File: src/sv/fogd_fifo.sv
// Small register FIFO with occupancy count
module fogd_fifo #(
    parameter int WIDTH = 8,
    parameter int DEPTH = 4
) (
    input  logic                       clk,
    input  logic                       rst_n,
    input  logic                       push,
    input  logic [WIDTH-1:0]           push_data,
    input  logic                       pop,
    output logic [WIDTH-1:0]           head,
    output logic [$clog2(DEPTH+1)-1:0] count
);

    localparam int PTRW = $clog2(DEPTH);
    localparam int CNTW = $clog2(DEPTH+1);

    logic [WIDTH-1:0] entry_reg [DEPTH];
    logic [PTRW-1:0]  wr_ptr_reg;
    logic [PTRW-1:0]  rd_ptr_reg;
    logic [CNTW-1:0]  count_reg;

    always_ff @(posedge clk)
    begin
        if (push)
        begin
            entry_reg[wr_ptr_reg] <= push_data;
        end
    end

    always_ff @(posedge clk or negedge rst_n)
    begin
        if (!rst_n)
        begin
            wr_ptr_reg <= '0;
            rd_ptr_reg <= '0;
            count_reg  <= '0;
        end
        else
        begin
            if (push)
            begin
                wr_ptr_reg <= wr_ptr_reg + PTRW'(1);
            end
            if (pop)
            begin
                rd_ptr_reg <= rd_ptr_reg + PTRW'(1);
            end
            if (push && !pop)
            begin
                count_reg <= count_reg + CNTW'(1);
            end
            else if (pop && !push)
            begin
                count_reg <= count_reg - CNTW'(1);
            end
        end
    end

    assign head  = entry_reg[rd_ptr_reg];
    assign count = count_reg;

endmodule

File: config.mk
export PLATFORM = sky130hd
export DESIGN_NAME = fogd_fifo
export DESIGN_NICKNAME = d
export VERILOG_FILES = /design/src/sv/fogd_fifo.sv
export SDC_FILE = /design/constraint.sdc
export NUM_CORES = 1
export LEC_CHECK = 0
export ABC_AREA = 1
export BUFFER_PORTS_ARGS = -buffer_cell sky130_fd_sc_hd__buf_2
export CORE_MARGIN = 1.5
export CORE_UTILIZATION = 30
export DETAILED_ROUTE_END_ITERATION = 16
export PLACE_DENSITY = 0.53
export SLEW_MARGIN = 20
export SYNTH_ARGS = -nofsm -noshare
export SYNTH_HDL_FRONTEND = slang
export SYNTH_SLANG_ARGS = --single-unit
File: constraint.sdc
create_clock -name clk -period 1.4 [get_ports clk]
set_input_delay 0.14 -clock clk [delete_from_list [all_inputs] [get_ports clk]]
set_output_delay 0.14 -clock clk [all_outputs]
set_load 0.02 [all_outputs]
==> results.md <==
- Pwr/cell area: ~2000 nW/um^2
- VDD IR max: 0.733 mV
- CP Launch Type: register
- Design Power: 0.00420 W
- Fraction of layout cells with a size suffix above 1: 24.6%
- Largest net degree at the start of global routing: 18
- DR DRC count: 0
- Worst Max-Slew Pin Slew: 0.167 ns
- Vias per cell: around 4.3
- Static Leak: 0.926 nW
- Relative slew margins: 88.8%
- Grt total ovfl: 0
- Floorplan row count: 27
- IO Port Bufs: 22
- Final HPWL DP: 2.20 mm
- Synthesized flop and latch total: 39
- Total track usage: 11.2%
- Initial core utilization: a little under a third
- DR pass1 iterations: 4
- Final ANT Viol Nets: 0
- Num CTS Buffers: 5
- Die height: 78.2 um
- Number of global-route vias before repair: 1,116
- Worst hold path class: in -> reg
- Initial antenna violation count: 0
- RSZ-0062 raised after global routing: yes
- CTS tree: done
- Number of H-tree levels: 2
- Clock transition at path regs: 0.07 ns
- Ant. Diodes: 0
- DRT iter0 DRCs: 26
- Placed cell area: 1950 um^2
- Nets: 192
- Clk buf depth: 2
- Cell area after synthesis: 1700 um^2
- Crit path arrival time: 1.27 ns
- Clk root buf: clkbuf_8
- Worst skew pair latency: between 0.2 and 0.3 ns
- Setup ws final: -0.0112 ns
- Yosys warns: 0
- Commonest cells after routing, fill and taps aside: 37 x nand2_1, 32 x edfxtp_1, 27 x inv_1
- Ports: 23
- Final Critical Period: between 1 and 1.5 ns
- Average size of a mapped cell: roughly 12 um^2
- Max-cap viol count: 0
- Final instance area: 2070 um^2
- Fin util: 37.9%
- Number of flip-flops in the largest register: 32
- Area Growth Syn to Fin: 22.1%
- Core ar.: 5470 um^2
- Sink Count: 39
- Final Wtd Congestion: 0.646
- Failing checks: setup timing
- Final Setup Violations: 2
- Worst setup path class: reg -> out
- Cells after Synth: 139
- Fill count: 537
- Commonest non-fill, non-tap cell in the layout: nand2_1
- Count of final max-slew check failures: 0
- Status: finished with violations
- Seq/Total Area, Yosys: 67.0%
- Syn_nets: 157
- Final Hold Fails: 0
- Detailed-route via count: 1,066
- Routed WL: 2.98 mm
- Worst Skew: 0.00259 ns
- Worst Path Required: roughly 1.3 ns
- Setup crit end kind: primary output
- Die area: 6120 um^2
- WL/cell: between 10 and 15 um
- Period utilisation layout: 101%
- CP Max Fanout: 17
- First-pass GRT wire length: 5.11 mm
- Fmax: 709 MHz
- Yosys cell types: 17
- Die span in x: around 80 um
-- critical path, stage by stage (launching register included) --
cell      delay [ns]
dfrtp_1         0.40
buf_6           0.16
o211ai_1        0.18
nand2_1         0.09
buf_2           0.16
-- power breakdown --
group          switching [W]  internal, W
Combinational        0.00107     0.000734
Clock               0.000357     0.000340
Sequential          0.000144      0.00155
Total                0.00157      0.00263
-- repair_timing --
action,4_1_cts,5_1_grt
setup endpoints to repair,8,8
setup buffers,1,0
pin swaps,1,6
resized for setup,2,3
cloned,0,0
hold buffers,1,0
hold endpoints to repair,7,0
-- metal layers --
metal | vias to the layer above | track usage, % | wire (um)
met1 | 521 | 12.3 | 1200
met4 | 0 | 4.29 | 29
li1 | 525 | - | -
met5 | - | 0 | 0
met3 | 2 | 3.60 | 114
met2 | 18 | 19.9 | 1640
-- cell type report --
class	instances	area, um^2	share of cell area, %
Sequential cell	39	1140	54.8
Multi-Input combinational cell	66	398	19.2
Timing Repair Buffer	34	256	12.4
Inverter	28	108	5.19
Tap cell	72	90.1	4.35
Clock buffer	5	68.8	3.32
Clock inverter	3	15.0	0.725
-- cells by family after synthesis --
| logic type | share of synthesized area, % |
|---|---|
| xor gates and xnor gates | 2.07 |
| adders and majority gates | 4.87 |
| and+or+nand+nor | 8.85 |
| AOI/OAI and AO/OA | 7.67 |
| DFF | 67.0 |
| buffers and inverters | 9.59 |
-- worst paths after layout --
kind / slack (ns) / startpoint / end / cells past startpoint
min in group asynchronous: 0.21 / rst_n / wr_ptr_reg[1] / 2
hold reg to reg: 0.54 / count[0] / count[0] / 1
hold / removal: 0.07 / pop / rd_ptr_reg[0] / 2
setup / recovery: -0.01 / rd_ptr_reg[0] / head[7] / 4
setup reg to reg: 0.11 / count[0] / count[2] / 5
max in group asynchronous: 1.04 / rst_n / count[2] / 2
-- stage by stage --
| stage | instances | hold slack, ns | TNS [ns] | worst slack [ns] |
|---|---|---|---|---|
| CTS | 247 | 0.0522 | -0.118 | -0.0296 |
| global route | 247 | 0.0597 | -0.512 | -0.0892 |
| floorplan | 139 | -0.156 | 0 | 0.114 |
| finish | 247 | 0.0666 | -0.0116 | -0.0112 |
| detailed placement | 237 | -0.0211 | 0 | 0.0499 |
| global placement | 237 | -0.0195 | 0 | 0.150 |
-- Yosys cell counts --
master | n | area (um^2)
nand2_1 | 37 | 139
edfxtp_1 | 32 | 961
inv_1 | 27 | 101
o211ai_1 | 15 | 113
dfrtp_1 | 7 | 175
ha_1 | 5 | 62.6
buf_6 | 4 | 45.0
xor2_1 | 3 | 26.3
buf_2 | 1 | 5.00
clkbuf_2 | 1 | 5.00
fa_1 | 1 | 20.0
inv_4 | 1 | 6.26
nand3_1 | 1 | 5.00
nand4_1 | 1 | 6.26
o211ai_2 | 1 | 12.5
o21ai_1 | 1 | 5.00
xnor2_1 | 1 | 8.76
(Power assumes the default switching activity.)
